[config.mk]
export PLATFORM = sky130hd
export DESIGN_NAME = contour_to_quadratic_curves_top
export DESIGN_NICKNAME = d
export VERILOG_FILES = /design/src/ctq_pkg.sv /design/src/ctq_front.sv /design/src/ctq_queue.sv /design/src/ctq_back.sv /design/src/contour_to_quadratic_curves_top.sv
export SDC_FILE = /design/constraint.sdc
export NUM_CORES = 2
export LEC_CHECK = 0
export BUFFER_PORTS_ARGS = -buffer_cell sky130_fd_sc_hd__buf_4
export CAP_MARGIN = 10
export CORE_AREA = 2 2 535 537
export DETAILED_ROUTE_END_ITERATION = 10
export DIE_AREA = 0 0 537 539
export GPL_ROUTABILITY_DRIVEN = 1
export GPL_TIMING_DRIVEN = 0
export PLACE_DENSITY = 0.45
export SYNTH_ARGS = -nofsm -noshare
export SYNTH_HDL_FRONTEND = slang
export SYNTH_SLANG_ARGS = --single-unit
[constraint.sdc]
create_clock -name clk -period 21.1 [get_ports clk]
set_input_delay 2.11 -clock clk [delete_from_list [all_inputs] [get_ports clk]]
set_output_delay 2.11 -clock clk [all_outputs]
set_load 0.01 [all_outputs]
[src/ctq_pkg.sv]
`timescale 1ns / 1ps
// ctq_pkg: shared types, constants and point arithmetic for the contour to
// quadratic curve converter. No dependencies.
package ctq_pkg;

  localparam int COORD_BITS = 20;
  localparam int CW         = COORD_BITS + 4;
  localparam int OUT_W      = 24;
  localparam int EW         = ((CW > OUT_W) ? CW : OUT_W) + 1;
  localparam int QDEPTH     = 2;
  localparam int QPW        = (QDEPTH > 1) ? $clog2(QDEPTH) : 1;

  localparam logic signed [EW-1:0] SAT_HI = EW'(24'sh7FFFFF);
  localparam logic signed [EW-1:0] SAT_LO = EW'(24'sh800000);

  typedef enum logic [1:0] {
    K_CONIC = 2'd0,
    K_ON    = 2'd1,
    K_CUBIC = 2'd2
  } kind_t;

  typedef enum logic [1:0] {
    SRC_FIRST = 2'd0,
    SRC_FINAL = 2'd1,
    SRC_MID   = 2'd2
  } anchor_src_t;

  typedef enum logic [1:0] {
    J_QUAD  = 2'd0,
    J_LINE  = 2'd1,
    J_CUBIC = 2'd2
  } job_kind_t;

  typedef enum logic [1:0] {
    BK_START   = 2'd0,
    BK_CUB_MID = 2'd1,
    BK_CUB_END = 2'd2
  } back_state_t;

  typedef struct packed {
    logic signed [CW-1:0] x;
    logic signed [CW-1:0] y;
  } pt_t;

  // quad: (a, b, d); line: (a, mid(a,d), d); cubic: a..d are b0..b3
  typedef struct packed {
    job_kind_t kind;
    pt_t       a;
    pt_t       b;
    pt_t       c;
    pt_t       d;
  } job_t;

  typedef struct packed {
    job_t j0;
    job_t j1;
    logic two;
  } entry_t;

  function automatic kind_t norm_kind(input logic [1:0] k);
    kind_t r;
    unique case (k)
      2'd0: r = K_CONIC;
      2'd1: r = K_ON;
      2'd2: r = K_CUBIC;
      2'd3: r = K_ON;
    endcase
    return r;
  endfunction

  function automatic pt_t scale_pt(input logic [COORD_BITS-1:0] x,
                                   input logic [COORD_BITS-1:0] y);
    pt_t r;
    r.x = {x, 4'b0000};
    r.y = {y, 4'b0000};
    return r;
  endfunction

  function automatic logic signed [CW-1:0] mid_c(input logic signed [CW-1:0] a,
                                                 input logic signed [CW-1:0] b);
    logic signed [CW:0] s;
    s = {a[CW-1], a} + {b[CW-1], b};
    return s[CW:1];
  endfunction

  function automatic logic signed [CW-1:0] quarter_c(input logic signed [CW-1:0] e,
                                                     input logic signed [CW-1:0] c);
    logic signed [CW+2:0] s;
    s = {{3{e[CW-1]}}, e} + {{3{c[CW-1]}}, c} + {{2{c[CW-1]}}, c, 1'b0};
    return s[CW+1:2];
  endfunction

  function automatic pt_t mid_pt(input pt_t a, input pt_t b);
    pt_t r;
    r.x = mid_c(a.x, b.x);
    r.y = mid_c(a.y, b.y);
    return r;
  endfunction

  function automatic pt_t quarter_pt(input pt_t e, input pt_t c);
    pt_t r;
    r.x = quarter_c(e.x, c.x);
    r.y = quarter_c(e.y, c.y);
    return r;
  endfunction

  function automatic logic signed [OUT_W-1:0] sat_out(input logic signed [CW-1:0] v);
    logic signed [EW-1:0] e;
    logic signed [OUT_W-1:0] r;
    e = EW'(v);
    if (e > SAT_HI) begin
      r = SAT_HI[OUT_W-1:0];
    end else if (e < SAT_LO) begin
      r = SAT_LO[OUT_W-1:0];
    end else begin
      r = e[OUT_W-1:0];
    end
    return r;
  endfunction

endpackage

[src/ctq_front.sv]
`timescale 1ns / 1ps
// ctq_front: accepts outline points, tracks the contour walk state and
// classifies each point into up to two segment jobs. Depends on ctq_pkg.
module ctq_front (
  input  logic                             clk,
  input  logic                             rst,
  input  logic                             in_valid,
  output logic                             in_ready,
  input  logic [ctq_pkg::COORD_BITS-1:0]   point_x,
  input  logic [ctq_pkg::COORD_BITS-1:0]   point_y,
  input  logic [1:0]                       point_kind,
  input  logic                             contour_begin,
  input  logic                             contour_end,
  input  logic [ctq_pkg::COORD_BITS-1:0]   final_x,
  input  logic [ctq_pkg::COORD_BITS-1:0]   final_y,
  input  logic [1:0]                       final_kind,
  input  logic                             q_full,
  output logic                             push,
  output ctq_pkg::entry_t                  entry
);
  import ctq_pkg::*;

  pt_t         anchor, seg, ctl, prior;
  kind_t       prior_kind;
  anchor_src_t anchor_src;

  logic        acc, single, skip, wv, cv;
  pt_t         p, f, m_pf, m_bp, anc_b, bs, bc, bp, ws, wc, wp;
  kind_t       k, fk, bk, wk;
  anchor_src_t src_b;
  job_t        wj, cj;

  assign in_ready = !q_full;
  assign acc      = in_valid && in_ready;

  always_comb begin
    p    = scale_pt(point_x, point_y);
    f    = scale_pt(final_x, final_y);
    k    = norm_kind(point_kind);
    fk   = norm_kind(final_kind);
    m_pf = mid_pt(p, f);
    m_bp = mid_pt(prior, p);

    if (contour_begin) begin
      if (k == K_ON) begin
        anc_b = p;
        src_b = SRC_FIRST;
      end else if (fk == K_ON) begin
        anc_b = f;
        src_b = SRC_FINAL;
      end else begin
        anc_b = m_pf;
        src_b = SRC_MID;
      end
      bs = anc_b;
      bc = anc_b;
      bp = anc_b;
      bk = K_ON;
    end else begin
      anc_b = anchor;
      src_b = anchor_src;
      bs    = seg;
      bc    = ctl;
      bp    = prior;
      bk    = prior_kind;
    end

    single = contour_begin && contour_end;
    skip   = (contour_begin && k == K_ON) || (contour_end && src_b == SRC_FINAL) || single;

    ws = bs;
    wc = bc;
    wp = bp;
    wk = bk;
    wv = 1'b0;
    wj = '{J_QUAD, bs, bp, bp, p};
    if (!skip) begin
      unique case (k)
        K_CUBIC: wc = bp;
        K_ON: begin
          wv = 1'b1;
          unique case (bk)
            K_CUBIC: wj = '{J_CUBIC, bs, bc, bp, p};
            K_ON:    wj = '{J_LINE, bp, bp, bp, p};
            K_CONIC: wj = '{J_QUAD, bs, bp, bp, p};
          endcase
          ws = p;
          wc = p;
        end
        K_CONIC: begin
          // a fresh anchor counts as an on-curve prior, so a conic right after it makes no curve
          if (bk != K_ON) begin
            wv = 1'b1;
            wj = '{J_QUAD, bs, bp, bp, m_bp};
            ws = m_bp;
            wc = m_bp;
          end
        end
      endcase
      wp = p;
      wk = k;
    end

    cv = contour_end && !single;
    unique case (wk)
      K_CUBIC: cj = '{J_CUBIC, ws, wc, wp, anc_b};
      K_ON:    cj = '{J_LINE, wp, wp, wp, anc_b};
      K_CONIC: cj = '{J_QUAD, ws, wp, wp, anc_b};
    endcase

    entry.j0  = wv ? wj : cj;
    entry.j1  = cj;
    entry.two = wv && cv;
    push      = acc && (wv || cv);
  end

  always_ff @(posedge clk) begin
    if (rst) begin
      anchor     <= '0;
      seg        <= '0;
      ctl        <= '0;
      prior      <= '0;
      prior_kind <= K_ON;
      anchor_src <= SRC_FIRST;
    end else if (acc) begin
      anchor     <= anc_b;
      seg        <= ws;
      ctl        <= wc;
      prior      <= wp;
      prior_kind <= wk;
      anchor_src <= src_b;
    end
  end

endmodule

[src/ctq_queue.sv]
`timescale 1ns / 1ps
// ctq_queue: short word queue between front and back.
// Depends on ctq_pkg.
module ctq_queue (
  input  logic            clk,
  input  logic            rst,
  input  logic            push,
  input  ctq_pkg::entry_t wdata,
  output logic            full,
  output logic            valid,
  input  logic            pop,
  output ctq_pkg::entry_t rdata
);
  import ctq_pkg::*;

  entry_t           slots [QDEPTH];
  logic [QPW-1:0]   wptr, rptr;
  logic [QPW:0]     count;

  assign full  = (count == (QPW+1)'(QDEPTH));
  assign valid = (count != '0);
  assign rdata = slots[rptr];

  always_ff @(posedge clk) begin
    if (push) begin
      slots[wptr] <= wdata;
    end
  end

  always_ff @(posedge clk) begin
    if (rst) begin
      wptr  <= '0;
      rptr  <= '0;
      count <= '0;
    end else begin
      if (push) begin
        wptr <= (wptr == QPW'(QDEPTH - 1)) ? '0 : wptr + 1'b1;
      end
      if (pop) begin
        rptr <= (rptr == QPW'(QDEPTH - 1)) ? '0 : rptr + 1'b1;
      end
      unique case ({push, pop})
        2'b10:   count <= count + 1'b1;
        2'b01:   count <= count - 1'b1;
        default: count <= count;
      endcase
    end
  end

endmodule

[src/ctq_back.sv]
`timescale 1ns / 1ps
// ctq_back: expands segment jobs into quadratic curves and holds them in the
// output register. Depends on ctq_pkg.
module ctq_back (
  input  logic                              clk,
  input  logic                              rst,
  input  logic                              q_valid,
  input  ctq_pkg::entry_t                   head,
  output logic                              q_pop,
  output logic                              out_valid,
  input  logic                              out_ready,
  output logic signed [ctq_pkg::OUT_W-1:0]  p0_x,
  output logic signed [ctq_pkg::OUT_W-1:0]  p0_y,
  output logic signed [ctq_pkg::OUT_W-1:0]  p1_x,
  output logic signed [ctq_pkg::OUT_W-1:0]  p1_y,
  output logic signed [ctq_pkg::OUT_W-1:0]  p2_x,
  output logic signed [ctq_pkg::OUT_W-1:0]  p2_y,
  output logic                              run_last
);
  import ctq_pkg::*;

  back_state_t state, state_next;
  logic        sel, sel_next;
  pt_t         c0, c1, dm;

  job_t        job;
  logic        last_job, load, emit, cap, done, dm_en, elast;
  pt_t         q0, q1, mid_l, mid_r, mo, e0, e1, e2;

  assign job      = sel ? head.j1 : head.j0;
  assign last_job = sel || !head.two;
  assign load     = !out_valid || out_ready;
  assign q0       = quarter_pt(job.a, job.b);
  assign q1       = quarter_pt(job.d, job.c);
  assign mid_l    = (state == BK_CUB_MID) ? c0 : job.a;
  assign mid_r    = (state == BK_CUB_MID) ? c1 : job.d;
  assign mo       = mid_pt(mid_l, mid_r);

  always_comb begin
    state_next = state;
    sel_next   = sel;
    q_pop      = 1'b0;
    emit       = 1'b0;
    cap        = 1'b0;
    done       = 1'b0;
    dm_en      = 1'b0;
    e0         = job.a;
    e1         = job.b;
    e2         = job.d;
    unique case (state)
      BK_START: begin
        if (q_valid) begin
          case (job.kind)
            J_CUBIC: begin
              cap        = 1'b1;
              state_next = BK_CUB_MID;
            end
            J_LINE: begin
              if (load) begin
                emit = 1'b1;
                e1   = mo;
                done = 1'b1;
              end
            end
            J_QUAD: begin
              if (load) begin
                emit = 1'b1;
                done = 1'b1;
              end
            end
            default: done = 1'b0;
          endcase
        end
      end
      BK_CUB_MID: begin
        if (load) begin
          emit       = 1'b1;
          dm_en      = 1'b1;
          e1         = c0;
          e2         = mo;
          state_next = BK_CUB_END;
        end
      end
      BK_CUB_END: begin
        if (load) begin
          emit = 1'b1;
          e0   = dm;
          e1   = c1;
          done = 1'b1;
        end
      end
      default: state_next = BK_START;
    endcase
    if (done) begin
      state_next = BK_START;
      if (last_job) begin
        q_pop    = 1'b1;
        sel_next = 1'b0;
      end else begin
        sel_next = 1'b1;
      end
    end
    elast = done && last_job;
  end

  always_ff @(posedge clk) begin
    if (rst) begin
      state     <= BK_START;
      sel       <= 1'b0;
      out_valid <= 1'b0;
    end else begin
      state <= state_next;
      sel   <= sel_next;
      if (emit) begin
        out_valid <= 1'b1;
      end else if (out_ready) begin
        out_valid <= 1'b0;
      end
    end
  end

  always_ff @(posedge clk) begin
    if (cap) begin
      c0 <= q0;
      c1 <= q1;
    end
    if (dm_en) begin
      dm <= mo;
    end
    if (emit) begin
      p0_x     <= sat_out(e0.x);
      p0_y     <= sat_out(e0.y);
      p1_x     <= sat_out(e1.x);
      p1_y     <= sat_out(e1.y);
      p2_x     <= sat_out(e2.x);
      p2_y     <= sat_out(e2.y);
      run_last <= elast;
    end
  end

endmodule

[src/contour_to_quadratic_curves_top.sv]
`timescale 1ns / 1ps
// Contour points in, closed quadratic Bezier curves out (1/16 font units).
// The front classifies points into segment jobs; a two-word queue feeds the
// back, which builds the curves. A point's curves pass through the queue and
// the output register; a cubic segment first has its quarter points
// registered. The front takes one point per cycle while the queue has room.
// The back builds a line or conic curve directly and splits a cubic segment
// by registering its quarter points, then emitting one half and then the
// other; a point gives up to two segment jobs. Curves leave
// from an output register; the back stalls only while a finished word waits
// and refills the register in the cycle it is taken. Depends on ctq_pkg,
// ctq_front, ctq_queue and ctq_back.
module contour_to_quadratic_curves_top (
  input  logic                              clk,
  input  logic                              rst,
  input  logic                              in_valid,
  output logic                              in_ready,
  input  logic [ctq_pkg::COORD_BITS-1:0]    point_x,
  input  logic [ctq_pkg::COORD_BITS-1:0]    point_y,
  input  logic [1:0]                        point_kind,
  input  logic                              contour_begin,
  input  logic                              contour_end,
  input  logic [ctq_pkg::COORD_BITS-1:0]    final_x,
  input  logic [ctq_pkg::COORD_BITS-1:0]    final_y,
  input  logic [1:0]                        final_kind,
  output logic                              out_valid,
  input  logic                              out_ready,
  output logic signed [ctq_pkg::OUT_W-1:0]  p0_x,
  output logic signed [ctq_pkg::OUT_W-1:0]  p0_y,
  output logic signed [ctq_pkg::OUT_W-1:0]  p1_x,
  output logic signed [ctq_pkg::OUT_W-1:0]  p1_y,
  output logic signed [ctq_pkg::OUT_W-1:0]  p2_x,
  output logic signed [ctq_pkg::OUT_W-1:0]  p2_y,
  output logic                              run_last
);
  import ctq_pkg::*;

  logic   push, q_full, q_valid, q_pop;
  entry_t wdata, rdata;

  ctq_front u_front (
    .clk           (clk),
    .rst           (rst),
    .in_valid      (in_valid),
    .in_ready      (in_ready),
    .point_x       (point_x),
    .point_y       (point_y),
    .point_kind    (point_kind),
    .contour_begin (contour_begin),
    .contour_end   (contour_end),
    .final_x       (final_x),
    .final_y       (final_y),
    .final_kind    (final_kind),
    .q_full        (q_full),
    .push          (push),
    .entry         (wdata)
  );

  ctq_queue u_queue (
    .clk   (clk),
    .rst   (rst),
    .push  (push),
    .wdata (wdata),
    .full  (q_full),
    .valid (q_valid),
    .pop   (q_pop),
    .rdata (rdata)
  );

  ctq_back u_back (
    .clk       (clk),
    .rst       (rst),
    .q_valid   (q_valid),
    .head      (rdata),
    .q_pop     (q_pop),
    .out_valid (out_valid),
    .out_ready (out_ready),
    .p0_x      (p0_x),
    .p0_y      (p0_y),
    .p1_x      (p1_x),
    .p1_y      (p1_y),
    .p2_x      (p2_x),
    .p2_y      (p2_y),
    .run_last  (run_last)
  );

endmodule

### Yosys cells after proc, flatten, opt, wreduce, memory -nomap -nowiden

Memory sizes are Yosys's and may differ from the RTL's. A register that Yosys moved wholly into a read port is not among the register bits.
Index checks and enable logic that the tools add are counted.

| word-level totals | value |
|---|---|
| bits in registers | 493 |
| RAM bits | 778 |
| bits of input ports | 90 |
| word-level logic and storage cells | 192 |
| memories | 1 |

| operators by class | value |
|---|---|
| add/subtract/negate cells | 18 |
| magnitude comparators | 12 |
| equal/unequal tests | 25 |
| muxes and demuxes | 73 |
| bitwise logic cells | 1 |
| reduce and logical (&&, ||, !) cells | 33 |

Memory list:

| memory | words | width | rd ports | clocked after memory_dff | wr ports | RTL line | text |
|---|---|---|---|---|---|---|---|
| u_queue.slots | 2 | 389 | 1 | 1 | 1 | ctq_queue.sv:16 | `entry_t slots [QDEPTH];` |

Operators by type and width:

| operator | number |
|---|---|
| $pmux 194 s3 | 2 |
| $mux 48 | 23 |
| $mux 194 | 3 |
| $pmux 194 s2 | 1 |
| $pmux 48 s3 | 2 |
| $add 24x24->25 | 10 |
| $gt 24x24->1 const B | 6 |
| $lt 24x24->1 const B | 6 |
| $mux 24 | 6 |
| $add 25x25->26 | 4 |
| $pmux 48 s2 | 1 |
| $eq 2x2->1 const B | 11 |
| $eq 2x1->1 const B | 10 |
| $mux 1 | 20 |
| $pmux 2 s3 | 3 |
| $mux 2 | 8 |
| $logic_not 2->1 | 7 |
| $reduce_or 2->1 | 5 |
| $logic_and 1x1->1 | 8 |
| $pmux 1 s2 | 3 |
| $reduce_bool 2->1 | 3 |
| $logic_or 1x1->1 | 5 |
| $logic_not 1->1 | 4 |
| $ne 2x1->1 const B | 2 |
| other kinds (7) | 9 |

### Longest topological paths before layout

| logic depth | value |
|---|---|
| word-level depth | 16 |
| mapped depth | 22 |
| depth with buffers taken out | 17 |

### Cells and area by module

Synthesis repeated with hierarchy kept, for this count alone.

| second synthesis, totals | value |
|---|---|
| cell total of the unflattened synthesis | 6706 |
| area total of the unflattened synthesis | 74665.4 µm² |

By module, submodules not included:

| module | instances | cells each | area an instance (µm²) |
|---|---|---|---|
| ctq_queue | 1 | 1232 | 29500.8 |
| ctq_back | 1 | 2279 | 24375.9 |
| ctq_front | 1 | 3195 | 20788.7 |

### Worst setup path before layout

Ideal clock, no wire load.

| path | value |
|---|---|
| path kind | input to register |
| from | in contour_begin |
| to | mem u_queue.slots[0][0] (netlist name) (enable) |
| library setup time | 1147 ps |
| arrival time | 20046 ps |
| data required time | 19953 ps |
| path slack | -93 ps |
| stages on the path | 10 |
| path through | clkbuf_1 > clkinv_1 > clkbuf_1 > clkbuf_1 > buf_1 > clkbuf_1 > nand2_1 > a21oi_1 > inv_1 > nor2_1 |

| on the way | value |
|---|---|
| cells in the longest elaborated chain, start to end | 10 |
| elaborated cells between the ends (all ways) | 18 |
| those cells by class | eq/ne (2); mux (7); reduce/logical (9) |

Ends and longest elaborated chain:

| item | RTL line | text |
|---|---|---|
| start: declaration | contour_to_quadratic_curves_top.sv:21 | `input logic contour_begin,` |
| branches (longest 6 deep; another with $mux 2) | -- |  |
| $logic_or 1x1->1 (*) | ctq_front.sv:114 | `push = acc && (wv \|\| cv);` |
| $logic_and 1x1->1 (*) | ctq_front.sv:114 |  |
| $mux 1 (*) | ctq_queue.sv:25 | `if (push) begin` |
| $mux 1 (not written as such) (*) | ctq_queue.sv:26 | `slots[wptr] <= wdata;` |
| end: declaration | ctq_queue.sv:16 |  |

Every way passes the cells marked *.

==> results.cfg <==
[outcome]
outcome = finished, violations left
violations = max-capacitance violations, max-slew violations

[worst_setup_path]
critPathArrivalTime_ps = 9110
rr_endpoint = u_back.c1[23]
crit_family = buffers and inverters
path_common_cell = clkbuf_1
reg2reg_depth = 19
rrSetupSlack_ps = 12550
reg2reg_from = u_back.sel
critPathBufInv = 6
crit_required_ps = 21660
path_cells = clkbuf_1 > buf_2 > buf_1 > clkbuf_1 > buf_1 > clkbuf_1 > mux4_2 > fa_1 > ha_1 > nor2b_1 > o21a_1 > o21a_1 > a41o_1 > o41ai_2 > o21ai_0 > or4_1 > a31oi_1 > o21ai_0 > xnor2_1
crit_path_max_incr_delay_ps = 900
crit_slowest_cell = clkbuf_1
crit_type = flip-flop to flip-flop
crit_path_start_kind = flip-flop
crit_path_end_kind = flip-flop
cp_max_fo = 10

[finish]
nNetsFinal = 7363
fill_cells = 29400
seq_area_um2 = 36100
final_layout_size_suffix_gt1_share_pct = 14.4
multiInputGateArea_um2 = 32700
syn_to_final_growth_pct = 19.5

[clocking]
clock_sinks = 1272
cts_max_path_buffers = 4
cts_buffers = 161
clk_pin_slew_ps = 60
htreeDepth = 4
cts_hold_buf = 0
root_buffer = clkbuf_16
clk_latency_ps = 880
cts_tree = yes
postCtsSetupBuffers = 0
cts-resized-gates = 0

[synth]
yosysSeqAreaShare_pct = 51.2
synth_cell_types = 101
syn_inst = 6436
synth_top_family_by_area = compound AO/OA/AOI/OAI gates
ys_async_sr_fraction_pct = 0
synth_edf_count = 1067
ys_warn_count = 0
synth_ff_type = edfxtp_1
yosys-mux-area-fraction_pct = 8.34
synth-xor-area-share_pct = 2.23
netlist_area_um2 = 70600
synth_fa_ha_area_share_pct = 6.84
yosys_register_bits = 1272
syn_nets = 6851
synth_compound_area_share_pct = 16.3
postSynthAreaPerCell_um2 = 11.0
synth-simple-area-share_pct = 12.4

[floorplanning]
initial_core_util_pct = 24.9
io_pins = 237
dieWidth_um = 537
die_y_um = 539
die_area_um2 = 289000
fp.coreArea_um2 = 284000
rows = 196

[global_routing]
gr-total-overflow = 0
track_usage_pct = 28.3
antenna_found_initial = 47
grt_pass1_wl_um = 548000
grt_pass1_vias = 57500
grt_max_degree = 66

[worst_hold_path]
worstHoldStart = u_front.anchor[35]
hold_end = u_front.anchor[35]
hp-class = flip-flop to flip-flop
hold_path_depth = 2

[timing]
fmax_ghz = 0.117
hold_viol = 0
slew_violations = 3
finalWorstPathRequiredPeriod_ps = 8550
slew_headroom_pct = -4.26
worstMarginPinSlew_ps = 1540
clock_skew_ps = 63.0
layout_setup_ws_ps = 12550
rsz0062_at_grt = false
setup_viol = 0
tns_ps = 0
period_share_pct = 40.5

[pwr]
p_leak_uw = 0.0308
p_total_uw = 15800
irDropWorstVdd_mv = 0.0777
powerDensity_nw_per_um2 = 187

[routing]
drt-total-wl_um = 421000
route.vias.total = 61000
vias_per_cell = 5.62
first_pass_iters = 6
drc = 0
wire_per_inst_um = 38.8
dr.first_iter.drc_count = 8384
ant_nets = 0

[job]
maxCapViolations = 2

[placed_design]
portBuffers = 234
finalWeightedCongestion = 1.05
pre_cts_slack_ps = 11950
dp.final_hpwl_um = 335000
==> flip-flops by register name (all words and copies together) (netlist names), 2 cells and up, named ones only <==
register / cells
u_back.p2_x: 24
u_front.seg: 48
u_queue.slots: 778
u_front.ctl: 48
u_back.p1_x: 24
u_back.dm: 48
u_back.p0_x: 24
u_front.prior_kind: 2
u_front.prior: 48
u_back.c1: 48
u_back.p2_y: 24
u_back.c0: 48
u_front.anchor: 48
u_back.p1_y: 24
u_back.p0_y: 24
u_queue.count: 2
u_front.anchor_src: 2
u_back.state: 2
==> power by group <==
group	leakage, µW	switching, µW	internal [µW]
clock network	0.00258	1170	1690
registers	0.0116	229	3820
logic	0.0166	5690	3220
==> synth_stat cells (17+ instances only) <==
| library cell | n | area, µm² |
|---|---|---|
| a211oi_1 | 127 | 953 |
| a21boi_0 | 27 | 203 |
| a21o_1 | 143 | 1070 |
| a21oi_1 | 515 | 2580 |
| a221o_1 | 55 | 551 |
| a221oi_1 | 23 | 201 |
| a22o_1 | 47 | 412 |
| a22oi_1 | 34 | 255 |
| a31oi_1 | 37 | 231 |
| and2_1 | 32 | 200 |
| and3_1 | 32 | 200 |
| buf_1 | 57 | 214 |
| buf_2 | 25 | 125 |
| clkbuf_1 | 290 | 1090 |
| dfxtp_1 | 205 | 4100 |
| edfxtp_1 | 1067 | 32000 |
| fa_1 | 102 | 2040 |
| ha_1 | 223 | 2790 |
| inv_1 | 121 | 454 |
| mux2_2 | 103 | 1160 |
| mux2i_1 | 36 | 360 |
| mux4_2 | 193 | 4350 |
| nand2_1 | 984 | 3690 |
| nand2b_1 | 51 | 319 |
| nand3_1 | 78 | 390 |
| nand4_1 | 17 | 106 |
| nor2_1 | 652 | 2450 |
| nor2b_1 | 46 | 288 |
| nor3_1 | 96 | 480 |
| o211ai_1 | 46 | 345 |
| o21a_1 | 61 | 458 |
| o21ai_0 | 324 | 1620 |
| o21ai_1 | 21 | 105 |
| o21bai_1 | 30 | 225 |
| o221ai_1 | 20 | 175 |
| o22ai_1 | 47 | 294 |
| o31ai_1 | 32 | 240 |
| or3_1 | 17 | 106 |
| xnor2_1 | 122 | 1070 |
| xor2_1 | 58 | 508 |
==> final cells by class <==
class,count,share of cell area (%)
Multi-Input combinational cell,4665,38.7
Antenna cell,18,0.0534
Clock inverter,82,1.07
Buffer,375,1.79
Sequential cell,1272,42.8
Inverter,124,0.551
Tap cell,3762,5.58
Clock buffer,199,5.17
Timing Repair Buffer,349,4.28
==> per-stage QoR <==
step                      std cells  util (%)  hold slack (ps)  cell area, µm²
after global placement        10400      27.1              437           77100
after global routing          10800      29.7              482           84400
after floorplan                6436         -              432           70600
final                         10800      29.7              457           84400
after detailed placement      10500      27.8              449           79000
after CTS                     10800      29.7              456           84300
==> worst max path at each step <==
| stage | from | end | slack (ps) | cells after the start |
|---|---|---|---|---|
| 2_1_floorplan | contour_begin | u_queue.slots[0][0] | 6510 | 10 |
| 3_3_place_gp | contour_begin | u_queue.slots[0][22] | -3270 | 10 |
| 3_5_place_dp | contour_begin | u_queue.slots[0][352] | 11950 | 9 |
| 4_1_cts | u_back.sel | u_back.c1[23] | 12310 | 19 |
| 5_1_grt | u_back.sel | u_back.c1[23] | 12130 | 21 |
| 6_report | u_back.sel | u_back.c1[23] | 12550 | 19 |
==> placed cells by master, fill, tap and decap left out, types with 122 or more instances in the layout <==
| cell type | synthesis | layout |
|---|---|---|
| edfxtp_1 | 1067 | 1067 |
| nand2_1 | 984 | 984 |
| nor2_1 | 652 | 647 |
| a21oi_1 | 515 | 514 |
| o21ai_0 | 324 | 317 |
| clkbuf_1 | 290 | 278 |
| buf_4 | 0 | 248 |
| ha_1 | 223 | 223 |
| dfxtp_1 | 205 | 205 |
| mux4_2 | 193 | 193 |
| clkbuf_16 | 0 | 164 |
| a21o_1 | 143 | 143 |
| a211oi_1 | 127 | 126 |
| xnor2_1 | 122 | 122 |
==> worst reg2reg max path: stages, from the launching register on <==
cell	delay, ps
dfxtp_1	300
clkbuf_1	380
buf_2	410
buf_1	590
clkbuf_1	680
buf_1	710
clkbuf_1	910
mux4_2	540
fa_1	520
ha_1	360
nor2b_1	150
o21a_1	180
o21a_1	240
a41o_1	300
o41ai_2	510
o21ai_0	270
or4_1	480
a31oi_1	360
o21ai_0	210
xnor2_1	170
==> layer usage <==
metal / vias to the layer above / routed length (µm) / global-route usage, %
li1: 25200 / - / -
met1: 31400 / 190000 / 40.7
met2: 3565 / 172000 / 40.0
met3: 808 / 35600 / 5.92
met4: 14 / 22900 / 13.3
met5: - / 184 / 0.250
==> logic make-up (layout without fill, tap and decap cells) <==
kind of cell / count (synthesis) / in the layout
compound gates: 1753 / 1753
buf+inv: 499 / 1129
xor+xnor: 180 / 180
other cells: 0 / 18
flops: 1272 / 1272
fa+ha+maj: 325 / 325
simple gates: 2074 / 2074
mux: 333 / 333
Power figures use the tool's default switching activity.
